==> src/rtl/epms_pkg.sv <==
// Shared types and constants for the streaming exact pattern matcher.
// No dependencies; every other file of the block imports this package.
package epms_pkg;

  localparam int TEXT_W        = 8;
  localparam int START_W       = 32;
  localparam int LEN_W         = 6;
  localparam int PATTERN_STORE = 32;
  localparam int PAT_IDX_W     = $clog2(PATTERN_STORE);
  localparam int PAT_REGS      = 4;
  localparam int CFG_DW        = 64;
  localparam int CFG_AW        = 6;
  localparam int REG_IDX_W     = 3;

  // Register indexes, one 64-bit slot each (byte address 8 * index).
  localparam logic [REG_IDX_W-1:0] REG_PAT_A = 3'd0;
  localparam logic [REG_IDX_W-1:0] REG_PAT_B = 3'd1;
  localparam logic [REG_IDX_W-1:0] REG_PAT_C = 3'd2;
  localparam logic [REG_IDX_W-1:0] REG_PAT_D = 3'd3;
  localparam logic [REG_IDX_W-1:0] REG_PAT_LEN = 3'd4;

  typedef struct packed {
    logic [PAT_REGS-1:0][CFG_DW-1:0] pat;
    logic [LEN_W-1:0]                len;
  } cfg_t;

  typedef struct packed {
    logic shift;
    logic clear;
  } cell_ctrl_t;

  typedef struct packed {
    logic               found;
    logic [START_W-1:0] start;
  } res_t;

endpackage

==> src/rtl/epms_if.sv <==
// Valid/ready channel interfaces for text bytes in and match results out.
// Depends on epms_pkg for the field widths.
interface epms_text_if;
  import epms_pkg::*;
  logic              valid;
  logic              ready;
  logic [TEXT_W-1:0] text_byte;
  logic              text_last;

  modport source (output valid, output text_byte, output text_last, input ready);
  modport sink   (input valid, input text_byte, input text_last, output ready);
endinterface

interface epms_match_if;
  import epms_pkg::*;
  logic               valid;
  logic               ready;
  logic               match_found;
  logic [START_W-1:0] match_start;

  modport source (output valid, output match_found, output match_start, input ready);
  modport sink   (input valid, input match_found, input match_start, output ready);
endinterface

==> src/rtl/epms_cfg_regs.sv <==
// APB-style register file holding the pattern bytes and the pattern length.
// Depends on epms_pkg for register indexes and the cfg_t bundle.
module epms_cfg_regs (
  input  logic                          clk_i,
  input  logic                          rst_ni,
  input  logic                          psel,
  input  logic                          penable,
  input  logic                          pwrite,
  input  logic [epms_pkg::CFG_AW-1:0]   paddr,
  input  logic [epms_pkg::CFG_DW-1:0]   pwdata,
  output logic [epms_pkg::CFG_DW-1:0]   prdata,
  output logic                          pready,
  output epms_pkg::cfg_t                cfg_o
);
  import epms_pkg::*;

  logic [PAT_REGS-1:0][CFG_DW-1:0] pat_q;
  logic [LEN_W-1:0]                len_q;
  logic [REG_IDX_W-1:0]            reg_idx;
  logic                            wr_en;

  assign reg_idx = paddr[CFG_AW-1:CFG_AW-REG_IDX_W];
  assign wr_en   = psel && penable && pwrite;
  assign pready  = 1'b1;

  always_ff @(posedge clk_i or negedge rst_ni) begin
    if (!rst_ni) begin
      pat_q <= '0;
      len_q <= LEN_W'(1);
    end else if (wr_en) begin
      unique case (reg_idx)
        REG_PAT_A:   pat_q[0] <= pwdata;
        REG_PAT_B:   pat_q[1] <= pwdata;
        REG_PAT_C:   pat_q[2] <= pwdata;
        REG_PAT_D:   pat_q[3] <= pwdata;
        REG_PAT_LEN: len_q    <= pwdata[LEN_W-1:0];
        default: ;
      endcase
    end
  end

  always_comb begin
    unique case (reg_idx)
      REG_PAT_A:   prdata = pat_q[0];
      REG_PAT_B:   prdata = pat_q[1];
      REG_PAT_C:   prdata = pat_q[2];
      REG_PAT_D:   prdata = pat_q[3];
      REG_PAT_LEN: prdata = CFG_DW'(len_q);
      default:     prdata = '0;
    endcase
  end

  assign cfg_o.pat = pat_q;
  assign cfg_o.len = len_q;

endmodule

==> src/rtl/epms_cell.sv <==
// One window cell: holds one text byte, passes it to its right neighbor and
// folds its byte compare into the running match chain. Depends on epms_pkg.
module epms_cell (
  input  logic                        clk_i,
  input  logic                        rst_ni,
  input  epms_pkg::cell_ctrl_t        ctrl_i,
  input  logic [epms_pkg::TEXT_W-1:0] byte_i,
  input  logic [epms_pkg::TEXT_W-1:0] pat_byte_i,
  input  logic                        use_i,
  input  logic                        hit_i,
  output logic [epms_pkg::TEXT_W-1:0] byte_o,
  output logic                        hit_o
);
  import epms_pkg::*;

  logic [TEXT_W-1:0] byte_q;
  logic [TEXT_W-1:0] byte_d;

  // Compare the byte that is about to enter, so the result matches the
  // window that ends at the incoming byte.
  assign hit_o = hit_i && (!use_i || (byte_i == pat_byte_i));

  always_comb begin
    byte_d = byte_q;
    if (ctrl_i.shift) begin
      byte_d = ctrl_i.clear ? '0 : byte_i;
    end
  end

  always_ff @(posedge clk_i or negedge rst_ni) begin
    if (!rst_ni) begin
      byte_q <= '0;
    end else begin
      byte_q <= byte_d;
    end
  end

  assign byte_o = byte_q;

endmodule

==> src/rtl/exact_pattern_match_stream.sv <==
// Streaming exact pattern matcher: one text byte in, one match result out.
// Each result is registered, in the output register or in the skid on an output stall.
// Throughput: one byte per cycle unless the skid is full, set by the single compare pass.
// Output stage is an output register plus a skid: on an output stall it takes one more
// transaction, then holds the input until the skid drains.
// Reset clears the window, the position count and the pattern bytes; length resets to 1.
module exact_pattern_match_stream #(
  parameter int MAX_PATTERN   = 32,
  parameter int POSITION_BITS = 32
) (
  input  logic                        clk_i,
  input  logic                        rst_ni,
  epms_text_if.sink                   text_i,
  epms_match_if.source                match_o,
  input  logic                        psel,
  input  logic                        penable,
  input  logic                        pwrite,
  input  logic [epms_pkg::CFG_AW-1:0] paddr,
  input  logic [epms_pkg::CFG_DW-1:0] pwdata,
  output logic [epms_pkg::CFG_DW-1:0] prdata,
  output logic                        pready
);
  import epms_pkg::*;

  // Longest pattern that both the window and the pattern registers can hold.
  localparam int CAP = (MAX_PATTERN < PATTERN_STORE) ? MAX_PATTERN : PATTERN_STORE;

  cfg_t cfg;

  epms_cfg_regs u_cfg (
    .clk_i   (clk_i),
    .rst_ni  (rst_ni),
    .psel    (psel),
    .penable (penable),
    .pwrite  (pwrite),
    .paddr   (paddr),
    .pwdata  (pwdata),
    .prdata  (prdata),
    .pready  (pready),
    .cfg_o   (cfg)
  );

  // Effective length: zero acts as one, anything past CAP acts as CAP.
  logic [LEN_W-1:0] len_eff;
  logic [LEN_W-1:0] len_m1;

  always_comb begin
    len_eff = cfg.len;
    if (cfg.len == '0) begin
      len_eff = LEN_W'(1);
    end else if (cfg.len > LEN_W'(CAP)) begin
      len_eff = LEN_W'(CAP);
    end
  end

  assign len_m1 = len_eff - LEN_W'(1);

  // Pattern bytes in text order, byte 0 in the lowest bits of register A.
  logic [PATTERN_STORE-1:0][TEXT_W-1:0] pat_bytes;
  assign pat_bytes = cfg.pat;

  // Handshake and output staging.
  logic acc;
  logic out_fire;
  logic out_vld_q, skid_vld_q;
  res_t out_q, skid_q, res_new;

  assign text_i.ready = !skid_vld_q;
  assign acc          = text_i.valid && text_i.ready;
  assign out_fire     = out_vld_q && match_o.ready;

  // Cell chain: cell k holds window byte k, newest at cell 0.
  cell_ctrl_t                     ctrl;
  logic [TEXT_W-1:0]              win [MAX_PATTERN];
  logic [TEXT_W-1:0]              feed [MAX_PATTERN];
  logic                           hit [MAX_PATTERN+1];

  assign ctrl.shift = acc;
  assign ctrl.clear = text_i.text_last;
  assign hit[0]     = 1'b1;

  for (genvar k = 0; k < MAX_PATTERN; k++) begin : g_cell
    logic [LEN_W:0]       idx_full;
    logic                 use_k;

    // Cell k lines up against pattern byte (len - 1 - k) when k < len.
    assign idx_full = {1'b0, len_m1} - (LEN_W+1)'(k);
    assign use_k    = ((LEN_W+1)'(k) < {1'b0, len_eff});

    if (k == 0) begin : g_head
      assign feed[k] = text_i.text_byte;
    end else begin : g_body
      assign feed[k] = win[k-1];
    end

    epms_cell u_cell (
      .clk_i      (clk_i),
      .rst_ni     (rst_ni),
      .ctrl_i     (ctrl),
      .byte_i     (feed[k]),
      .pat_byte_i (pat_bytes[idx_full[PAT_IDX_W-1:0]]),
      .use_i      (use_k),
      .hit_i      (hit[k]),
      .byte_o     (win[k]),
      .hit_o      (hit[k+1])
    );
  end

  // Position of the current byte in its text; saturates at all ones.
  logic [POSITION_BITS-1:0] pos_q, pos_d;
  logic [POSITION_BITS-1:0] len_m1_pos;
  logic                     window_full;

  assign len_m1_pos  = POSITION_BITS'(len_m1);
  assign window_full = (pos_q >= len_m1_pos);

  assign res_new.found = hit[MAX_PATTERN] && window_full;
  assign res_new.start = res_new.found ? START_W'(pos_q - len_m1_pos) : '0;

  always_comb begin
    pos_d = pos_q;
    if (acc) begin
      if (text_i.text_last) begin
        pos_d = '0;
      end else if (pos_q != '1) begin
        pos_d = pos_q + POSITION_BITS'(1);
      end
    end
  end

  always_ff @(posedge clk_i or negedge rst_ni) begin
    if (!rst_ni) begin
      pos_q <= '0;
    end else begin
      pos_q <= pos_d;
    end
  end

  // Output register with skid: drain the skid first, otherwise load the new
  // transaction straight into the output, and park it in the skid on a stall.
  always_ff @(posedge clk_i or negedge rst_ni) begin
    if (!rst_ni) begin
      out_vld_q  <= 1'b0;
      skid_vld_q <= 1'b0;
    end else if (out_fire || !out_vld_q) begin
      if (skid_vld_q) begin
        out_vld_q  <= 1'b1;
        skid_vld_q <= 1'b0;
      end else begin
        out_vld_q <= acc;
      end
    end else if (acc) begin
      skid_vld_q <= 1'b1;
    end
  end

  always_ff @(posedge clk_i) begin
    if (out_fire || !out_vld_q) begin
      if (skid_vld_q) begin
        out_q <= skid_q;
      end else if (acc) begin
        out_q <= res_new;
      end
    end else if (acc) begin
      skid_q <= res_new;
    end
  end

  assign match_o.valid       = out_vld_q;
  assign match_o.match_found = out_q.found;
  assign match_o.match_start = out_q.start;

  // A parked transaction always has one ahead of it in the output register.
  a_skid_behind_out: assert property (@(posedge clk_i) disable iff (!rst_ni)
    skid_vld_q |-> out_vld_q)
    else $error("skid holds a transaction while output register is empty");

  // The parked transaction never changes while it waits.
  a_skid_stable: assert property (@(posedge clk_i) disable iff (!rst_ni)
    skid_vld_q |=> (!skid_vld_q || $stable(skid_q)))
    else $error("skid contents changed while parked");

  // A last byte restarts the position count.
  a_pos_restart: assert property (@(posedge clk_i) disable iff (!rst_ni)
    (acc && text_i.text_last) |=> (pos_q == '0))
    else $error("position not cleared after last byte");

  // Otherwise the position advances by one until it saturates.
  a_pos_step: assert property (@(posedge clk_i) disable iff (!rst_ni)
    (acc && !text_i.text_last && (pos_q != '1)) |=>
      (pos_q == $past(pos_q) + POSITION_BITS'(1)))
    else $error("position did not advance by one");

endmodule

==> src/flat_wrapper.sv <==
// flat-port wrapper written by rule: the top's interface ports become plain ports
module exact_pattern_match_stream_flat import epms_pkg::*;
#(
  parameter int MAX_PATTERN   = 32,
  parameter int POSITION_BITS = 32
)
  (clk_i, rst_ni, psel, penable, pwrite, paddr, pwdata, prdata, pready, text_i_valid, text_i_text_byte, text_i_text_last, text_i_ready, match_o_valid, match_o_match_found, match_o_match_start, match_o_ready);
  epms_text_if text_i_i ();
  epms_match_if match_o_i ();
  input  logic clk_i;
  input  logic rst_ni;
  input  logic psel;
  input  logic penable;
  input  logic pwrite;
  input  logic [epms_pkg::CFG_AW-1:0] paddr;
  input  logic [epms_pkg::CFG_DW-1:0] pwdata;
  output logic [epms_pkg::CFG_DW-1:0] prdata;
  output logic pready;
  input wire logic [$bits(text_i_i.valid)-1:0] text_i_valid;
  input wire logic [$bits(text_i_i.text_byte)-1:0] text_i_text_byte;
  input wire logic [$bits(text_i_i.text_last)-1:0] text_i_text_last;
  output wire logic [$bits(text_i_i.ready)-1:0] text_i_ready;
  output wire logic [$bits(match_o_i.valid)-1:0] match_o_valid;
  output wire logic [$bits(match_o_i.match_found)-1:0] match_o_match_found;
  output wire logic [$bits(match_o_i.match_start)-1:0] match_o_match_start;
  input wire logic [$bits(match_o_i.ready)-1:0] match_o_ready;
  assign text_i_i.valid = text_i_valid;
  assign text_i_i.text_byte = text_i_text_byte;
  assign text_i_i.text_last = text_i_text_last;
  assign text_i_ready = text_i_i.ready;
  assign match_o_valid = match_o_i.valid;
  assign match_o_match_found = match_o_i.match_found;
  assign match_o_match_start = match_o_i.match_start;
  assign match_o_i.ready = match_o_ready;
  exact_pattern_match_stream #(.MAX_PATTERN(MAX_PATTERN), .POSITION_BITS(POSITION_BITS)) u_core (.clk_i(clk_i), .rst_ni(rst_ni), .text_i(text_i_i), .match_o(match_o_i), .psel(psel), .penable(penable), .pwrite(pwrite), .paddr(paddr), .pwdata(pwdata), .prdata(prdata), .pready(pready));
endmodule
==> config.mk <==
export PLATFORM = sky130hd
export DESIGN_NAME = exact_pattern_match_stream_flat
export DESIGN_NICKNAME = d
export VERILOG_FILES = /design/src/rtl/epms_pkg.sv /design/src/rtl/epms_if.sv /design/src/rtl/epms_cfg_regs.sv /design/src/rtl/epms_cell.sv /design/src/rtl/exact_pattern_match_stream.sv /design/src/flat_wrapper.sv
export SDC_FILE = /design/constraint.sdc
export NUM_CORES = 2
export LEC_CHECK = 0
export BUFFER_PORTS_ARGS = -buffer_cell sky130_fd_sc_hd__buf_2
export CAP_MARGIN = 5
export CELL_PAD_IN_SITES_DETAIL_PLACEMENT = 0
export CELL_PAD_IN_SITES_GLOBAL_PLACEMENT = 1
export CORE_UTILIZATION = 40
export CTS_CLUSTER_DIAMETER = 120
export DETAILED_ROUTE_END_ITERATION = 8
export PLACE_DENSITY = 0.67
export REMOVE_ABC_BUFFERS = 1
export SLEW_MARGIN = 20
export SYNTH_ARGS = -nofsm -noshare
export SYNTH_HDL_FRONTEND = slang
export SYNTH_SLANG_ARGS = --single-unit
==> constraint.sdc <==
create_clock -name clk_i -period 15 [get_ports clk_i]
set_input_delay 2.25 -clock clk_i [delete_from_list [all_inputs] [get_ports clk_i]]
set_output_delay 2.25 -clock clk_i [all_outputs]
set_load 0.05 [all_outputs]
==> impl_results.rst <==
.. list-table::
   :header-rows: 1

   * - Metric
     - Value
   * - Number of remaining DRC errors
     - 0
   * - Via-to-Cell Ratio
     - 6.63
   * - Post-Synthesis Mean Instance Area
     - 9.37 sq um
   * - Cell at the slowest stage of the critical path
     - or4_4
   * - Root buffer selected by CTS
     - clkbuf_16
   * - Pwr per Cell Area
     - 263 nW/um^2
   * - Layout filler cell count
     - 12566
   * - Netlist cell types
     - 102
   * - RSZ-0062 raised after global routing
     - no
   * - Detailed-router iteration count before antenna repair
     - 8
   * - Proportion of netlist area held by the largest area contributor
     - 26.2%
   * - Ys Warns
     - 0
   * - Sum of net half-perimeters after detailed placement
     - 177000 microns
   * - Endpoint of the most critical setup path
     - u_core.match_o.match_start[3]$_DFFE_PP_
   * - Setup Buffers After CTS
     - 0
   * - # placed instances
     - 6999
   * - Clock tree from TritonCTS
     - yes
   * - Pre-CTS setup slack
     - 5.00 ns
   * - Number of antenna violations at the first check in global routing
     - 6
   * - Worst rel slew slack
     - 15.0%
   * - Most common flop cell mapped by yosys
     - dfrtp_1
   * - Post-route clock period utilization
     - 69.0%
   * - Worst path required time
     - 15.49 ns
   * - Total GRT Usage
     - 35.6%
   * - Syn Inst Count
     - 5541
   * - Data arrival, critical path
     - 10.84 ns
   * - Post-Route Hold Slack
     - 0.488 ns
   * - Worst setup margin
     - 4.65 ns
   * - Number of max-capacitance violations reported
     - 0
   * - Resized cells post-CTS
     - 0
   * - Number of buffers on the longest clock path
     - 3
   * - H-tree levels
     - 3
   * - Kind of end point of the critical path
     - flop
   * - Sw Pwr
     - 8.27 mW
   * - Endpoint of the worst register-to-register path
     - u_core.match_o.match_start[3]$_DFFE_PP_
   * - Post-route standard cell area excluding fillers
     - 56700 sq um
   * - Placed cell area
     - 53800 sq um
   * - # IOs
     - 186
   * - Largest net degree at the start of global routing
     - 155
   * - Die W
     - 362 microns
   * - Cell types with the largest area share after synthesis
     - dfrtp_1 (26%), mux2i_1 (11%), mux4_2 (8.2%)
   * - Asr flop ratio synth
     - 89.2%
   * - Placement row count
     - 131
   * - Clock latency on the worst-skew pair
     - 0.75 ns
   * - Post-detailed-route count of antenna-violating nets
     - 0
   * - Wire length per cell after detailed routing
     - 33.5 microns
   * - Setup TNS Final
     - 0 ns
   * - Area of combinational cells with multiple inputs
     - 33900 sq um
   * - Relative contribution of combinational cells to total power
     - 71.2%
   * - Total die area
     - 131000 sq um
   * - Initial Util
     - 40.5%
   * - Setup Skew
     - 0.0559 ns
   * - Crit-path most repeated cell
     - buf_4
   * - Least-Margin Pin Slew
     - 1.27 ns
   * - List of cells traversed by the critical path
     - or4_4, o21ai_4, buf_4, ha_4, buf_4, or2_2, buf_4, nor3_1, nor3_1, o311ai_0, mux4_2, xor2_1, nand3_1, o31ai_1, nand3_1, o41a_1, or4_4, buf_4, o41ai_1
   * - Biggest fanout along the worst timing path
     - 60
   * - Share of cells above drive strength 1
     - 19.2%
   * - Port Buf Inserts
     - 181
   * - Kind of launch point of the worst setup path
     - flop
   * - Post-layout minimum cycle time
     - 10.35 ns
   * - Worst setup path class
     - reg2reg
   * - Clock Pin Slew Worst Setup and Hold Paths
     - 0.06 ns
   * - Dominant cell type by area after synthesis
     - dfrtp_1
   * - Via count of the first global-routing pass
     - 44088
   * - HP Class
     - reg2reg
   * - Critical path launch point
     - u_core.u_cfg.len_q[1]$_DFFE_PN0P_
   * - TritonCTS Sinks
     - 610
   * - Delay of the slowest cell on the worst path
     - 0.85 ns
   * - Die Y-Extent
     - 362 microns
   * - Vias
     - 47351
   * - Result of the run
     - finished, final reports clean
   * - Storage cell area
     - 15600 sq um
   * - Switching part of the total power
     - 55.4%
   * - Number of hold violations in the final report
     - 0
   * - Util after Layout
     - 44.2%
   * - Synthesis-to-layout area growth
     - 9.16%
   * - Clock power frac
     - 14.0%
   * - Final weighted congestion in routability-driven placement
     - 1.08
   * - Number of nets in the layout
     - 5466
   * - Fmax
     - 0.0966 GHz
   * - Register share of total power
     - 14.8%
   * - Wire length of the first global-routing pass
     - 337000 microns
   * - Final non-filler cell total
     - 7147
   * - Flip-flop and latch count after synthesis
     - 610
   * - Total setup violations reported at the end of the flow
     - 0
   * - Total Power
     - 14.9 mW
   * - Worst flop-to-flop path startpoint
     - u_core.u_cfg.len_q[1]$_DFFE_PN0P_
   * - Mapped cell area
     - 51900 sq um
   * - DRC violation total after the first TritonRoute iteration
     - 6686
   * - Number of hold buffers added after CTS
     - 0
   * - Number of cell instances on the worst register-to-register path
     - 19
   * - Number of enable-type register cells in the synthesized netlist
     - 66
   * - Num CTS Buffers
     - 79
   * - Static leakage power
     - 23.0 nW
   * - Number of pins exceeding their max-slew limit in the final report
     - 0
   * - Core Footprint
     - 128000 sq um
   * - VDD IR-drop max
     - 158 uV
   * - Total Routed Length
     - 239000 microns
   * - Internal power summed over all cells
     - 6.64 mW
   * - Total grt overflow
     - 0
   * - Post-synthesis sequential area ratio
     - 30.0%
   * - Reg2Reg Setup Slack
     - 4.65 ns
   * - Cell depth of the worst min-delay path
     - 2
==> per-layer routing <==
metal | up-vias | global-route usage, % | routed length [microns]
met5 | - | 0 | 13
met4 | 2 | 14.7 | 11000
met3 | 450 | 8.68 | 23700
met2 | 2542 | 53.3 | 105000
met1 | 23945 | 49.0 | 100000
li1 | 20412 | - | -
==> critical path, delay by kind of cell, from the launching register on <==
family	cells	cell delay [ns]
buffers and inverters	4	2.12
AO/OA/AOI/OAI	5	2.25
XOR/XNOR	1	0.39
flip-flops	1	0.64
adder cells (fa/ha/maj)	1	0.76
multiplexers	1	0.64
AND/OR/NAND/NOR	7	3.05
==> placed cells by master, fill, tap and decap left out, drive strengths merged, types with 29 or more instances in the layout <==
master,synthesis,layout
mux2,293,293
a21oi,71,71
a22o,78,78
mux2i,559,559
or3,51,51
nand2,735,735
and3,32,32
o221ai,74,74
xor2,206,206
o311ai,33,33
a221o,101,101
o21ai,309,309
o41ai,34,34
nor3,172,172
a22oi,59,59
dfrtp,543,543
nor4,43,43
clkbuf,375,101
o31ai,33,33
clkinv,1,29
a211oi,40,40
nand3,148,148
a21o,35,35
inv,56,57
edfxtp,66,66
mux4,190,190
buf,201,305
o22ai,156,156
nand4,49,49
xnor2,264,264
nor2,192,192
==> cell usage after synthesis, types with 20 or more instances <==
library cell / n
nor3_1: 171
dfrtp_1: 543
nand3_1: 148
a21oi_1: 71
nor4_1: 43
xor2_1: 206
inv_1: 48
a21o_1: 35
nand2_1: 734
o21ai_0: 301
mux4_2: 190
ha_1: 28
o22ai_1: 156
a31oi_1: 25
buf_1: 88
a211oi_1: 38
mux2_2: 293
nor4b_1: 24
buf_2: 86
and3_1: 32
mux2i_1: 559
o31ai_1: 32
xnor2_1: 258
a22oi_1: 58
edfxtp_1: 66
nor2_1: 190
o311ai_0: 29
a221oi_1: 20
nand4_1: 49
a221o_1: 101
a22o_1: 78
nand2b_1: 22
or3_1: 51
o221ai_1: 74
o211ai_1: 24
clkbuf_1: 371
==> final cells by class <==
class | count | area share (%)
Sequential cell | 610 | 27.5
Antenna cell | 2 | 0.00883
Clock inverter | 45 | 1.18
Tap cell | 1729 | 3.82
Inverter | 57 | 0.409
Timing Repair Buffer | 305 | 3.33
Clock buffer | 101 | 3.83
Multi-Input combinational cell | 4298 | 59.9
==> cells by family after synthesis <==
family	synth area share [%]
buffers and inverters	5.10
other	0.00723
flip-flops	30.0
multiplexers	25.4
XOR/XNOR	8.13
adder cells (fa/ha/maj)	0.714
AO/OA/AOI/OAI	16.7
AND/OR/NAND/NOR	14.0
==> flip-flops by register name, summed over array words and instances (netlist names) <==
signal,count
u_core.pos_q,32
u_core.u_cfg.cfg_o,256
u_core.match_o.valid,1
u_core.g_cell.u_cell.byte_o,248
u_core.skid_vld_q,1
u_core.u_cfg.len_q,6
u_core.skid_q,33
u_core.match_o.match_found,1
u_core.match_o.match_start,32
==> worst min path at each step <==
| stage | start | endpoint |
|---|---|---|
| after floorplan | u_core.g_cell[16].u_cell.byte_o[4]$_DFFE_PN0P_ | u_core.g_cell[16].u_cell.byte_o[4]$_DFFE_PN0P_ |
| final | u_core.g_cell[7].u_cell.byte_o[7]$_DFFE_PN0P_ | u_core.g_cell[7].u_cell.byte_o[7]$_DFFE_PN0P_ |
| after global routing | u_core.g_cell[7].u_cell.byte_o[6]$_DFFE_PN0P_ | u_core.g_cell[7].u_cell.byte_o[6]$_DFFE_PN0P_ |
| after global placement | u_core.g_cell[7].u_cell.byte_o[6]$_DFFE_PN0P_ | u_core.g_cell[7].u_cell.byte_o[6]$_DFFE_PN0P_ |
| after CTS | u_core.g_cell[7].u_cell.byte_o[6]$_DFFE_PN0P_ | u_core.g_cell[7].u_cell.byte_o[6]$_DFFE_PN0P_ |
| after detailed placement | u_core.g_cell[7].u_cell.byte_o[7]$_DFFE_PN0P_ | u_core.g_cell[7].u_cell.byte_o[7]$_DFFE_PN0P_ |
==> power by group through the flow <==
stage               combinational (mW)  sequential (mW)  clock (mW)
CTS                               10.2             2.20        2.12
global placement                  10.1             2.22           0
detailed placement                10.2             2.23           0
floorplan                         6.32             2.14           0
global route                      10.7             2.24        2.18
finish                            10.6             2.21        2.09
(Power assumes the default switching activity.)
